File: src/sv/assert_macros.svh
// assertion macros shared by the charge profile sequencer
// every macro samples on clk in the using scope; BCPS_ASSERT also expects rst_n there
`ifndef ASSERT_MACROS_SVH
`define ASSERT_MACROS_SVH

// property checked outside reset
`define BCPS_ASSERT(label, prop, msg) \
  label: assert property (@(posedge clk) disable iff (!rst_n) prop) else $error(msg);

// property checked at every edge, reset included
`define BCPS_ASSERT_ALWAYS(label, prop, msg) \
  label: assert property (@(posedge clk) prop) else $error(msg);

`endif

File: src/sv/bcps_pkg.sv
// types, constants and helper functions of the charge profile sequencer
// no dependencies; used by bcps_step, battery_charge_profile_sequencer and the bench
package bcps_pkg;

  localparam int TIMER_WIDTH   = 32;
  localparam int CURRENT_WIDTH = 16;

  typedef logic [TIMER_WIDTH-1:0]   timer_t;
  typedef logic [CURRENT_WIDTH-1:0] current_t;

  // profile voltages in mV per cell
  localparam int VGAS_BASE  = 2480;
  localparam int VGAS_MAX   = 2500;
  localparam int VGAS_MIN   = 2320;
  localparam int VREQ_PH1   = 2600;
  localparam int VREQ_PH3   = 2650;
  localparam int VAVAIL_LOW = 2150;

  // profile times in seconds
  localparam int PH1_MAX_TIME  = 2 * 3600 + 30 * 60;
  localparam int PH2_MAX_TIME  = 2 * 3600 + 30 * 60;
  localparam int PH3_MAX_TIME  = 1 * 3600;
  localparam int COMP_MAX_TIME = 1 * 3600;
  localparam int DIDT_PERIOD   = 15 * 60;
  localparam int EARLY_WINDOW  = 5 * 60;
  localparam int REFRESH_WAIT  = 60;

  // currents in tenths of ampere
  localparam int DIDT_THRESHOLD = 50;
  localparam int LOW_CURRENT    = 20;
  localparam int IPH1_MIN       = 50;
  localparam int IPH3_MIN       = 5;
  localparam int CMAX           = (1 << CURRENT_WIDTH) - 1;

  // divide by 50 as multiply by ceil(2^22 / 50), exact for 16 bit operands
  localparam int DIV50_SHIFT = 22;
  localparam int DIV50_MUL   = ((1 << DIV50_SHIFT) + 49) / 50;

  typedef enum logic [3:0] {
    PH_START1    = 4'd0,
    PH_PH1       = 4'd1,
    PH_START2    = 4'd2,
    PH_PH2       = 4'd3,
    PH_START3    = 4'd4,
    PH_PH3       = 4'd5,
    PH_ENDPOINT  = 4'd6,
    PH_AVAIL     = 4'd7,
    PH_STARTCOMP = 4'd8,
    PH_COMP      = 4'd9
  } phase_t;

  typedef enum logic [2:0] {
    CFG_BAT_CAPACITY        = 3'd0,
    CFG_MAX_CURRENT         = 3'd1,
    CFG_START_TEMP          = 3'd2,
    CFG_COMP_TEMP           = 3'd3,
    CFG_VBAT_CHECK_DELAY    = 3'd4,
    CFG_CURRENT_CHECK_DELAY = 3'd5,
    CFG_PHASE3_VREG_DELAY   = 3'd6,
    CFG_COMP_MIN_CURRENT    = 3'd7
  } cfg_idx_t;

  typedef struct packed {
    logic [11:0]        bat_capacity;
    logic [15:0]        max_current;
    logic signed [7:0]  start_temp;
    logic signed [7:0]  comp_temp;
    logic [15:0]        vbat_check_delay;
    logic [15:0]        current_check_delay;
    logic [15:0]        phase3_vreg_delay;
    logic [15:0]        comp_min_current;
  } cfg_t;

  typedef struct packed {
    logic [31:0]        charge_seconds;
    logic [11:0]        cell_voltage;
    logic [11:0]        filtered_cell_voltage;
    logic signed [15:0] battery_current;
  } in_word_t;

  typedef struct packed {
    logic [15:0] current_request;
    logic [11:0] voltage_request;
    logic [3:0]  phase;
    logic        timeout_fault;
    logic        didt_fault;
  } out_word_t;

  // lowest dI/dt current spans the full register and current range
  typedef struct packed {
    phase_t                   phase;
    current_t                 phase1_current;
    logic [11:0]              gassing_voltage;
    timer_t                   phase1_deadline;
    timer_t                   phase2_deadline;
    timer_t                   phase3_deadline;
    timer_t                   vbat_check_deadline;
    timer_t                   current_check_deadline;
    timer_t                   phase3_vreg_deadline;
    timer_t                   didt_deadline;
    logic signed [16:0]       didt_lowest_current;
    timer_t                   refresh_mark;
    logic [15:0]              current_request;
    logic [11:0]              voltage_request;
    logic                     timeout_fault;
    logic                     didt_fault;
  } state_t;

  // deadline arithmetic wraps at the timer width
  function automatic timer_t tadd(timer_t t, timer_t d);
    return t + d;
  endfunction

  // temperature compensated gassing voltage, clamped
  function automatic logic [11:0] gas_level(logic signed [7:0] temp);
    logic signed [13:0] v;
    v = 14'(VGAS_BASE) - $signed({{4{temp[7]}}, temp, 2'b00});
    if (v > 14'(VGAS_MAX)) begin
      v = 14'(VGAS_MAX);
    end else if (v < 14'(VGAS_MIN)) begin
      v = 14'(VGAS_MIN);
    end
    return v[11:0];
  endfunction

endpackage

File: src/sv/bcps_step.sv
// next state logic of the charge profile for one charger tick
// depends on bcps_pkg
module bcps_step (
  input  bcps_pkg::cfg_t     cfg,
  input  bcps_pkg::state_t   state,
  input  bcps_pkg::in_word_t word,
  output bcps_pkg::state_t   state_nxt
);

  bcps_pkg::timer_t           t;
  logic signed [15:0]         ibat;
  logic [14:0]                cap_x5;
  logic [16:0]                iph1;
  logic [32:0]                div_prod;
  logic [10:0]                div_quot;
  logic signed [17:0]         didt_rise;
  logic signed [16:0]         ibat_ext;

  assign t    = word.charge_seconds[bcps_pkg::TIMER_WIDTH-1:0];
  assign ibat = word.battery_current;

  // phase 1 current: five times capacity, floor, clamp
  always_comb begin
    cap_x5 = {1'b0, cfg.bat_capacity, 2'b00} + {3'b000, cfg.bat_capacity};
    if ({2'b00, cap_x5} < 17'(bcps_pkg::IPH1_MIN)) begin
      iph1 = 17'(bcps_pkg::IPH1_MIN);
    end else if ({2'b00, cap_x5} > {1'b0, cfg.max_current}) begin
      iph1 = {1'b0, cfg.max_current};
    end else begin
      iph1 = {2'b00, cap_x5};
    end
    if (iph1 > 17'(bcps_pkg::CMAX)) begin
      iph1 = 17'(bcps_pkg::CMAX);
    end
  end

  // phase 3 current: phase 1 current over 50 by reciprocal multiply
  assign div_prod = 33'(state.phase1_current) * 33'(bcps_pkg::DIV50_MUL);
  assign div_quot = div_prod[bcps_pkg::DIV50_SHIFT +: 11];

  // current rise against lowest seen current
  assign ibat_ext  = {ibat[15], ibat};
  assign didt_rise = $signed({ibat_ext[16], ibat_ext})
                   - $signed({state.didt_lowest_current[16], state.didt_lowest_current});

  // phase sequencing
  always_comb begin
    state_nxt = state;
    unique case (state.phase)
      bcps_pkg::PH_START1: begin
        state_nxt.phase1_current      = bcps_pkg::current_t'(iph1);
        state_nxt.gassing_voltage     = bcps_pkg::gas_level(cfg.start_temp);
        state_nxt.phase1_deadline     = bcps_pkg::tadd(t,
                                        bcps_pkg::timer_t'(bcps_pkg::PH1_MAX_TIME));
        state_nxt.current_request     = 16'(iph1);
        state_nxt.voltage_request     = 12'(bcps_pkg::VREQ_PH1);
        state_nxt.vbat_check_deadline = bcps_pkg::tadd(t,
                                        bcps_pkg::timer_t'(cfg.vbat_check_delay));
        state_nxt.phase               = bcps_pkg::PH_PH1;
      end
      bcps_pkg::PH_PH1: begin
        if (t > state.phase1_deadline) begin
          state_nxt.timeout_fault = 1'b1;
          state_nxt.phase         = bcps_pkg::PH_ENDPOINT;
        end else if (word.cell_voltage >= state.gassing_voltage) begin
          if (state.vbat_check_deadline < t) begin
            state_nxt.phase = bcps_pkg::PH_START2;
          end
        end else begin
          state_nxt.vbat_check_deadline = bcps_pkg::tadd(t,
                                          bcps_pkg::timer_t'(cfg.vbat_check_delay));
        end
      end
      bcps_pkg::PH_START2: begin
        state_nxt.phase2_deadline = bcps_pkg::tadd(t,
                                    bcps_pkg::timer_t'(bcps_pkg::PH2_MAX_TIME));
        state_nxt.didt_deadline   = bcps_pkg::tadd(t,
                                    bcps_pkg::timer_t'(bcps_pkg::DIDT_PERIOD));
        state_nxt.didt_lowest_current = $signed({1'b0, cfg.max_current});
        if (state.phase1_current != '0) begin
          state_nxt.current_request = 16'(state.phase1_current - 1'b1);
        end else begin
          state_nxt.current_request = '0;
        end
        state_nxt.voltage_request        = state.gassing_voltage;
        state_nxt.current_check_deadline = bcps_pkg::tadd(t,
                                           bcps_pkg::timer_t'(cfg.current_check_delay));
        state_nxt.phase                  = bcps_pkg::PH_PH2;
      end
      bcps_pkg::PH_PH2: begin
        if (t > state.phase2_deadline) begin
          state_nxt.phase = bcps_pkg::PH_START3;
        end else if (ibat <= 16'sd20 && t < bcps_pkg::timer_t'(bcps_pkg::EARLY_WINDOW)) begin
          if (t > state.current_check_deadline) begin
            state_nxt.phase = bcps_pkg::PH_ENDPOINT;
          end
        end else if (t >= state.didt_deadline) begin
          if (didt_rise > 18'sd50) begin
            state_nxt.didt_fault = 1'b1;
            state_nxt.phase      = bcps_pkg::PH_ENDPOINT;
          end else begin
            if (ibat_ext < state.didt_lowest_current) begin
              state_nxt.didt_lowest_current = ibat_ext;
            end
            state_nxt.didt_deadline = bcps_pkg::tadd(t,
                                      bcps_pkg::timer_t'(bcps_pkg::DIDT_PERIOD));
          end
        end else begin
          state_nxt.current_check_deadline = bcps_pkg::tadd(t,
                                             bcps_pkg::timer_t'(cfg.current_check_delay));
        end
      end
      bcps_pkg::PH_START3: begin
        state_nxt.phase3_deadline      = bcps_pkg::tadd(t,
                                         bcps_pkg::timer_t'(bcps_pkg::PH3_MAX_TIME));
        state_nxt.phase3_vreg_deadline = bcps_pkg::tadd(t,
                                         bcps_pkg::timer_t'(cfg.phase3_vreg_delay));
        if (div_quot < 11'(bcps_pkg::IPH3_MIN)) begin
          state_nxt.current_request = 16'(bcps_pkg::IPH3_MIN);
        end else begin
          state_nxt.current_request = 16'(div_quot);
        end
        state_nxt.phase = bcps_pkg::PH_PH3;
      end
      bcps_pkg::PH_PH3: begin
        if (t > state.phase3_vreg_deadline) begin
          state_nxt.voltage_request = 12'(bcps_pkg::VREQ_PH3);
        end
        if (t > state.phase3_deadline) begin
          state_nxt.phase = bcps_pkg::PH_ENDPOINT;
        end
      end
      bcps_pkg::PH_ENDPOINT: begin
        state_nxt.phase        = bcps_pkg::PH_AVAIL;
        state_nxt.refresh_mark = t;
      end
      bcps_pkg::PH_AVAIL: begin
        if (word.filtered_cell_voltage < 12'(bcps_pkg::VAVAIL_LOW)) begin
          if (t > bcps_pkg::tadd(state.refresh_mark,
                                 bcps_pkg::timer_t'(bcps_pkg::REFRESH_WAIT))) begin
            state_nxt.phase = bcps_pkg::PH_STARTCOMP;
          end
        end else begin
          state_nxt.refresh_mark = t;
        end
      end
      bcps_pkg::PH_STARTCOMP: begin
        state_nxt.phase1_deadline = bcps_pkg::tadd(t,
                                    bcps_pkg::timer_t'(bcps_pkg::COMP_MAX_TIME));
        state_nxt.current_request = 16'(state.phase1_current);
        state_nxt.gassing_voltage = bcps_pkg::gas_level(cfg.comp_temp);
        state_nxt.voltage_request = bcps_pkg::gas_level(cfg.comp_temp);
        state_nxt.phase           = bcps_pkg::PH_COMP;
        state_nxt.refresh_mark    = t;
      end
      bcps_pkg::PH_COMP: begin
        if (t > state.phase1_deadline) begin
          state_nxt.phase = bcps_pkg::PH_ENDPOINT;
        end else if (ibat_ext < $signed({1'b0, cfg.comp_min_current})) begin
          if (t > bcps_pkg::tadd(state.refresh_mark,
                                 bcps_pkg::timer_t'(bcps_pkg::REFRESH_WAIT))) begin
            state_nxt.phase = bcps_pkg::PH_ENDPOINT;
          end
        end else begin
          state_nxt.refresh_mark = t;
        end
      end
      default: begin
        // unused phase codes hold everything
        state_nxt = state;
      end
    endcase
  end

endmodule

File: src/sv/battery_charge_profile_sequencer.sv
// Charge profile sequencer: one charger tick is taken per clock cycle whenever the
// result register is empty or being drained (in_ready = !out_valid || out_ready), so
// ticks can stream back to back; the result of a tick appears in the output register
// on the next cycle. The rate is set by the combinational profile state update in
// bcps_step, which reads the state registers and the incoming word and writes both the
// state and the result register at the same edge. Configuration writes take effect at
// once and should be made while no tick is in flight.
// top level; depends on bcps_pkg, bcps_step and assert_macros.svh
`include "assert_macros.svh"

module battery_charge_profile_sequencer (
  input  logic                 clk,
  input  logic                 rst_n,
  input  logic                 in_valid,
  output logic                 in_ready,
  input  bcps_pkg::in_word_t   in_data,
  output logic                 out_valid,
  input  logic                 out_ready,
  output bcps_pkg::out_word_t  out_data,
  input  logic                 cfg_we,
  input  bcps_pkg::cfg_idx_t   cfg_index,
  input  logic [15:0]          cfg_wdata
);

  bcps_pkg::cfg_t      cfg_r;
  bcps_pkg::state_t    state_r;
  bcps_pkg::state_t    state_nxt;
  bcps_pkg::out_word_t out_r;
  logic                out_valid_r;
  logic                in_fire;
  logic                any_fault;
  logic                charge_over;
  logic                ph3_low;
  logic                tmo_set;
  logic                tmo_held;

  assign in_ready = !out_valid_r || out_ready;
  assign in_fire  = in_valid && in_ready;

  // configuration registers
  always_ff @(posedge clk) begin
    if (!rst_n) begin
      cfg_r.bat_capacity        <= 12'd100;
      cfg_r.max_current         <= 16'd1000;
      cfg_r.start_temp          <= 8'sd25;
      cfg_r.comp_temp           <= 8'sd25;
      cfg_r.vbat_check_delay    <= 16'd60;
      cfg_r.current_check_delay <= 16'd60;
      cfg_r.phase3_vreg_delay   <= 16'd60;
      cfg_r.comp_min_current    <= 16'd10;
    end else if (cfg_we) begin
      unique case (cfg_index)
        bcps_pkg::CFG_BAT_CAPACITY:        cfg_r.bat_capacity        <= cfg_wdata[11:0];
        bcps_pkg::CFG_MAX_CURRENT:         cfg_r.max_current         <= cfg_wdata;
        bcps_pkg::CFG_START_TEMP:          cfg_r.start_temp          <= $signed(cfg_wdata[7:0]);
        bcps_pkg::CFG_COMP_TEMP:           cfg_r.comp_temp           <= $signed(cfg_wdata[7:0]);
        bcps_pkg::CFG_VBAT_CHECK_DELAY:    cfg_r.vbat_check_delay    <= cfg_wdata;
        bcps_pkg::CFG_CURRENT_CHECK_DELAY: cfg_r.current_check_delay <= cfg_wdata;
        bcps_pkg::CFG_PHASE3_VREG_DELAY:   cfg_r.phase3_vreg_delay   <= cfg_wdata;
        bcps_pkg::CFG_COMP_MIN_CURRENT:    cfg_r.comp_min_current    <= cfg_wdata;
      endcase
    end
  end

  // profile next state
  bcps_step u_step (
    .cfg       (cfg_r),
    .state     (state_r),
    .word      (in_data),
    .state_nxt (state_nxt)
  );

  // profile state, all cleared at reset
  always_ff @(posedge clk) begin
    if (!rst_n) begin
      state_r <= '0;
    end else if (in_fire) begin
      state_r <= state_nxt;
    end
  end

  // result register
  always_ff @(posedge clk) begin
    if (!rst_n) begin
      out_valid_r <= 1'b0;
    end else if (in_fire) begin
      out_valid_r <= 1'b1;
    end else if (out_ready) begin
      out_valid_r <= 1'b0;
    end
  end

  always_ff @(posedge clk) begin
    if (in_fire) begin
      out_r.current_request <= state_nxt.current_request;
      out_r.voltage_request <= state_nxt.voltage_request;
      out_r.phase           <= state_nxt.phase;
      out_r.timeout_fault   <= state_nxt.timeout_fault;
      out_r.didt_fault      <= state_nxt.didt_fault;
    end
  end

  assign out_valid = out_valid_r;
  assign out_data  = out_r;

  // checks
  assign any_fault   = state_r.timeout_fault || state_r.didt_fault;
  assign charge_over = (state_r.phase == bcps_pkg::PH_ENDPOINT) ||
                       (state_r.phase == bcps_pkg::PH_AVAIL) ||
                       (state_r.phase == bcps_pkg::PH_STARTCOMP) ||
                       (state_r.phase == bcps_pkg::PH_COMP);
  assign ph3_low     = (state_r.phase == bcps_pkg::PH_PH3) &&
                       (state_r.current_request < 16'(bcps_pkg::IPH3_MIN));
  assign tmo_set     = rst_n && state_r.timeout_fault;
  assign tmo_held    = !rst_n || state_r.timeout_fault;

  `BCPS_ASSERT(a_fire_gives_word, in_fire |=> out_valid_r, "accepted tick gave no result word")
  `BCPS_ASSERT(a_fault_ends_charge, any_fault |-> charge_over, "fault seen while charging")
  `BCPS_ASSERT(a_ph3_floor, !ph3_low, "phase 3 current below floor")
  `BCPS_ASSERT_ALWAYS(a_fault_sticky, tmo_set |=> tmo_held, "timeout fault cleared")

endmodule

File: config.mk
export PLATFORM = sky130hd
export DESIGN_NAME = battery_charge_profile_sequencer
export DESIGN_NICKNAME = d
export VERILOG_FILES = /design/src/sv/bcps_pkg.sv /design/src/sv/bcps_step.sv /design/src/sv/battery_charge_profile_sequencer.sv
export VERILOG_INCLUDE_DIRS = /design/src /design/src/sv
export SDC_FILE = /design/constraint.sdc
export NUM_CORES = 2
export LEC_CHECK = 0
export ABC_AREA = 1
export ABC_CLOCK_PERIOD_IN_PS = 7000
export BUFFER_PORTS_ARGS = -buffer_cell sky130_fd_sc_hd__buf_2
export CAP_MARGIN = 25
export CORE_AREA = 2 2 226 318
export CTS_CLUSTER_DIAMETER = 40
export DETAILED_ROUTE_END_ITERATION = 8
export DIE_AREA = 0 0 228 320
export PLACE_DENSITY = 0.79
export SYNTH_ARGS = -nofsm -noshare
export SYNTH_HDL_FRONTEND = slang
export SYNTH_SLANG_ARGS = --single-unit
File: constraint.sdc
create_clock -name clk -period 7 [get_ports clk]
set_input_delay 1.4 -clock clk [delete_from_list [all_inputs] [get_ports clk]]
set_output_delay 1.4 -clock clk [all_outputs]
set_load 0.05 [all_outputs]
=== Word level (Yosys, flattened, before mapping) ===
Index checks and enable logic that the tools add are counted.
W data, S select, Z words.

* $add $sub $neg: 12
* $mul: 1
* Div/mod/pow operators: 0
* $lt $le $gt $ge: 23
* Eq/ne operators: 27
* Shift-type cells: 0
* Mux-type cells: 54
* Bitwise operators: 0
* Reduce and logical (&&, ||, !) cells: 30

{| class="wikitable"
|+ Operator list
! kind !! number
|-
| $mux W32 || 8
|-
| $mux W49 || 4
|-
| $gt A32 B32 Y1 || 6
|-
| $pmux W32 S2 || 2
|-
| $pmux W49 S2 || 1
|-
| $add A32 B16 Y32 || 3
|-
| $pmux W32 S3 || 1
|-
| $pmux W44 S2 || 1
|-
| $mux W16 || 4
|-
| $pmux W16 S4 || 1
|-
| $mux W12 || 5
|-
| $mux W4 || 14
|-
| $pmux W12 S4 || 1
|-
| $pmux W4 S10 || 1
|-
| $lt A16 B17 Y1 || 2
|-
| $mul A16 B17 Y33 const B || 1
|-
| $add A32 B10 Y32 const B || 1
|-
| $add A32 B12 Y32 const B || 1
|-
| $add A32 B14 Y32 const B || 1
|-
| $add A32 B6 Y32 const B || 1
|-
| $ge A32 B32 Y1 || 1
|-
| $lt A32 B32 Y1 || 1
|-
| $lt A32 B9 Y1 const B || 1
|-
| $gt A14 B13 Y1 const B || 2
|-
| 39 further kinds || 83
|}

* Bits in registers: 478
* Latch bits: 0
* Bits in writable memories: 0
* Bits in read-only memories: 0
* Output and inout bits: 36
* Word-level logic and storage cells: 177
* Memories kept: 0

=== Logic depth before layout (Yosys ltp) ===
* Depth in word-level cells: 7
* Mapped depth: 32
* Gate-level depth less buffers: 32

=== By module ===
A second synthesis with hierarchy kept.

* Cells, all modules: 7085
* Area, all modules: 46201.8 µm²

{| class="wikitable"
|+ Modules (own cells, without submodules)
! module !! times used !! cells an instance !! area an instance (µm²) !! seq. area each (µm²)
|-
| bcps_step || 1 || 4630 || 27348.7 || 0.0
|-
| battery_charge_profile_sequencer || 1 || 2455 || 18853.1 || 9909.5
|}

=== Worst setup path before layout ===
OpenSTA, ideal clock, no wires.

* Kind: reg2reg
* Start point: reg state_r[328] (netlist name)
* End point: reg out_r, in the netlist out_data[19] (data pin)
* Library setup time: 251 ps
* Data arrival time: 5288 ps
* Data required time: 6749 ps
* Path slack: 1461 ps
* Stages on the path, launching flop included: 29
* Path buffers: 0
* Clock period less this slack: 5539 ps
* Cells stage by stage: dfxtp_1 > fa_1 > inv_1 > fa_1 > inv_1 > fa_1 > fa_1 > fa_1 > inv_1 > fa_1 > inv_1 > ha_1 > nand2_1 > nor2_1 > inv_1 > o21ai_0 > inv_1 > nand2_1 > nand3_1 > nand2_1 > nand2_1 > nand2_1 > nand2_1 > nor2_1 > nand3_1 > nand2_1 > nand3_1 > nand2_1 > inv_1

{| class="wikitable"
|+ RTL lines
! item !! line !! text
|-
| start: declaration || battery_charge_profile_sequencer.sv:26 || <nowiki>bcps_pkg::state_t state_r;</nowiki>
|-
| start signal: assignment || battery_charge_profile_sequencer.sv:78 || <nowiki>state_r <= state_nxt;</nowiki>
|-
| end: declaration || battery_charge_profile_sequencer.sv:28 || <nowiki>bcps_pkg::out_word_t out_r;</nowiki>
|}

==> qor.yml <==
synth_top_area_share_pct: 23.1
crit_required_ps: 7380
drtIter0Drc: 2743
hold_viol: 0
synth_area_mm2: 0.0383
rr_startpoint: "state_r[320]$_SDFFE_PN0P_"
synth_top_family_by_area: "adder cells"
synth.distinct_cells: 64
nets: 6080
routed_via_density: 5.65
synth_cells: 5287
clockRootBuffer: "clkbuf_16"
via_count: 35835
antenna_found_initial: 0
yosys.area_share.xor_xnor_pct: 4.42
synthAdderAreaFrac_pct: 22.7
start_util_pct: 54.7
fin_crit_sh_pct: 90.1
synthesis.nets: 6016
yosys-top-cells-area: "dfxtp_1, ha_1, inv_1"
synth-seq-cells: 476
worst_path_largest_cell_delay_ps: 580
rows: 115
ys_seq_area_share_pct: 25.8
finalSetupTns_ps: 0
ant_nets: 0
critPathMaxFanout: 9
area_growth_pct: 9.94
cts.sinks: 476
synth_top_area_cell: "dfxtp_1"
clock_power_share_pct: 34.3
synth.mux.area_fraction_pct: 0
grt_pass1_vias: 35705
synth_compound_area_share_pct: 18.1
worst_setup_path_start_kind: "register"
ir_worst_vdd_mv: 0.205
r2r_setup_slack_ps: 700
cts-htree-levels: 3
synth_warnings: 0
clkTransAtPathRegs_ps: 60
layout-drive-gt1-share_pct: 6.99
globalRouteOverflowTotal: 0
cts_hold_buf: 0
fin_hold_ws_ps: 442
io-pin-count: 132
clk_latency_ps: 640
p_sw_mw: 4.15
cts_buffer_depth: 3
postCtsSetupBuffers: 0
finalMaxSlewViolations: 0
maxSlewHeadroom_pct: 33.5
cts_tree: "yes"
hold_path_class: "reg2reg"
drt-pass1-iter-count: 6
synth_edf_count: 34
fmax_mhz: 159
fp.dieH_um: 320
cts_resized: 0
wirelength_mm: 122
criticalPathCategory: "reg2reg"
antenna-diode-count: 0
pwr-share-seq_pct: 29.1
worstSetupEndpointType: "register"
crit_start: "state_r[320]$_SDFFE_PN0P_"
min_period_ps: 6300
synth_ff_type: "dfxtp_1"
gp_congestion: 0.978
switching_share_pct: 39.4
rsz0062_at_grt: "no"
die_w_um: 228
synth-simple-area-share_pct: 18.3
synthTopCellsByCount: "inv_1, nand2_1, a21oi_1"
coreArea_mm2: 0.0699
yosysMostFrequentCell: "inv_1"
grt_max_degree: 110
async_reset_ff_share_pct: 0
max_slew.worst_pin.slew_ps: 989
setup_viol: 0
drc: 0
arrival_ps: 6680
p_int_mw: 6.39
grt_use_total_pct: 33.4
cts_buffers: 68
wl_per_cell_um: 19.3
status: "finished, final reports clean"
avgSynthCellArea_um2: 7.24
pwr-share-comb_pct: 36.6
worst_clock_skew_ps: 38.3
dp_hpwl_mm: 91.7
crit_path_frequent_cell: "nand2_1"
dieArea_mm2: 0.0730
maxCapViolCount: 0
leakage_nw: 19.9
critPathSlowestCell: "fa_1"
hp-start: "state_r[2]$_SDFFE_PN0P_"
grt_pass1_wl_mm: 191
portBuffers: 130
p_per_area_mw_per_mm2: 251
-- power groups by stage --
stage / combinational, mW / clock [mW] / sequential (mW)
final: 3.86 / 3.61 / 3.07
after global routing: 4.38 / 3.76 / 3.09
after CTS: 3.84 / 3.64 / 3.07
after detailed placement: 3.80 / 0 / 3.12
after global placement: 3.74 / 0 / 3.12
after floorplan: 2.61 / 0 / 3.19
-- layout by cell type (no fill, tap or decap), types with 13 or more instances in the layout --
cell | netlist | routed
inv_1 | 858 | 857
nand2_1 | 848 | 848
a21oi_1 | 570 | 570
ha_1 | 531 | 531
o21ai_0 | 471 | 471
dfxtp_1 | 442 | 442
nor2_1 | 399 | 397
nand3_1 | 192 | 191
xor2_1 | 165 | 165
buf_2 | 33 | 129
fa_1 | 102 | 102
clkbuf_16 | 0 | 70
nand4_1 | 66 | 66
o211ai_1 | 60 | 60
nor3_1 | 55 | 55
o21ai_1 | 35 | 35
edfxtp_1 | 34 | 34
a31oi_1 | 30 | 30
xnor2_1 | 28 | 28
inv_2 | 26 | 26
buf_4 | 7 | 25
nor4_1 | 19 | 19
a211oi_1 | 17 | 17
a21oi_2 | 17 | 16
o21bai_1 | 15 | 15
nand3b_1 | 13 | 13
-- cells by family after synthesis --
family / count (synthesis)
buffers and inverters: 1057
XOR/XNOR: 193
AND/OR/NAND/NOR: 1650
adder cells (fa/ha/maj): 633
AO/OA/AOI/OAI: 1278
flip-flops: 476
-- state kept, by name, summed over array words and instances, names as in the netlist --
signal     cells
state_r      333
cfg_r        108
out_data      34
out_valid      1
-- stage by stage --
stage	utilization [%]	setup slack, ps	cells	instance area, um2	power, mW
final	60.1	696	6342	42100	10.5
after CTS	60.1	759	6339	42000	10.5
after floorplan	-	1460	5287	38300	5.80
after global placement	56.6	808	6212	39600	6.86
after detailed placement	56.7	765	6214	39600	6.92
after global routing	60.1	281	6342	42100	11.2
-- layout make-up --
cell class / count / area [um2]
fill: 6480 / 27900
inverter: 892 / 3350
timing repair buffer: 159 / 941
clock buffer: 79 / 1850
tap: 936 / 1170
multi-input combinational: 3754 / 24300
sequential: 476 / 9870
clock inverter: 46 / 533
-- metal layers --
metal / vias to the layer above / track usage (%) / routed length [um]
met5: - / 0 / 0
met4: 0 / 28.4 / 11500
met3: 499 / 5.17 / 7030
met2: 1275 / 58.9 / 59700
met1: 16502 / 34.8 / 44000
li1: 17559 / - / -
-- worst max-delay path, delay by kind of cell, from the launching register on --
kind | cells | cell delay [ps]
DFF | 1 | 560
and+or+nand+nor | 15 | 1620
buffers and inverters | 7 | 600
adders and majority gates | 7 | 3300
-- worst paths after layout --
check	endpoint	cells past startpoint
hold reg to reg	state_r[2]$_SDFFE_PN0P_	2
setup reg to reg	out_data[19]$_DFFE_PP_	29
hold / removal	state_r[2]$_SDFFE_PN0P_	2
setup / recovery	out_data[19]$_DFFE_PP_	29
No activity file was read; power rests on OpenSTA's default activity.
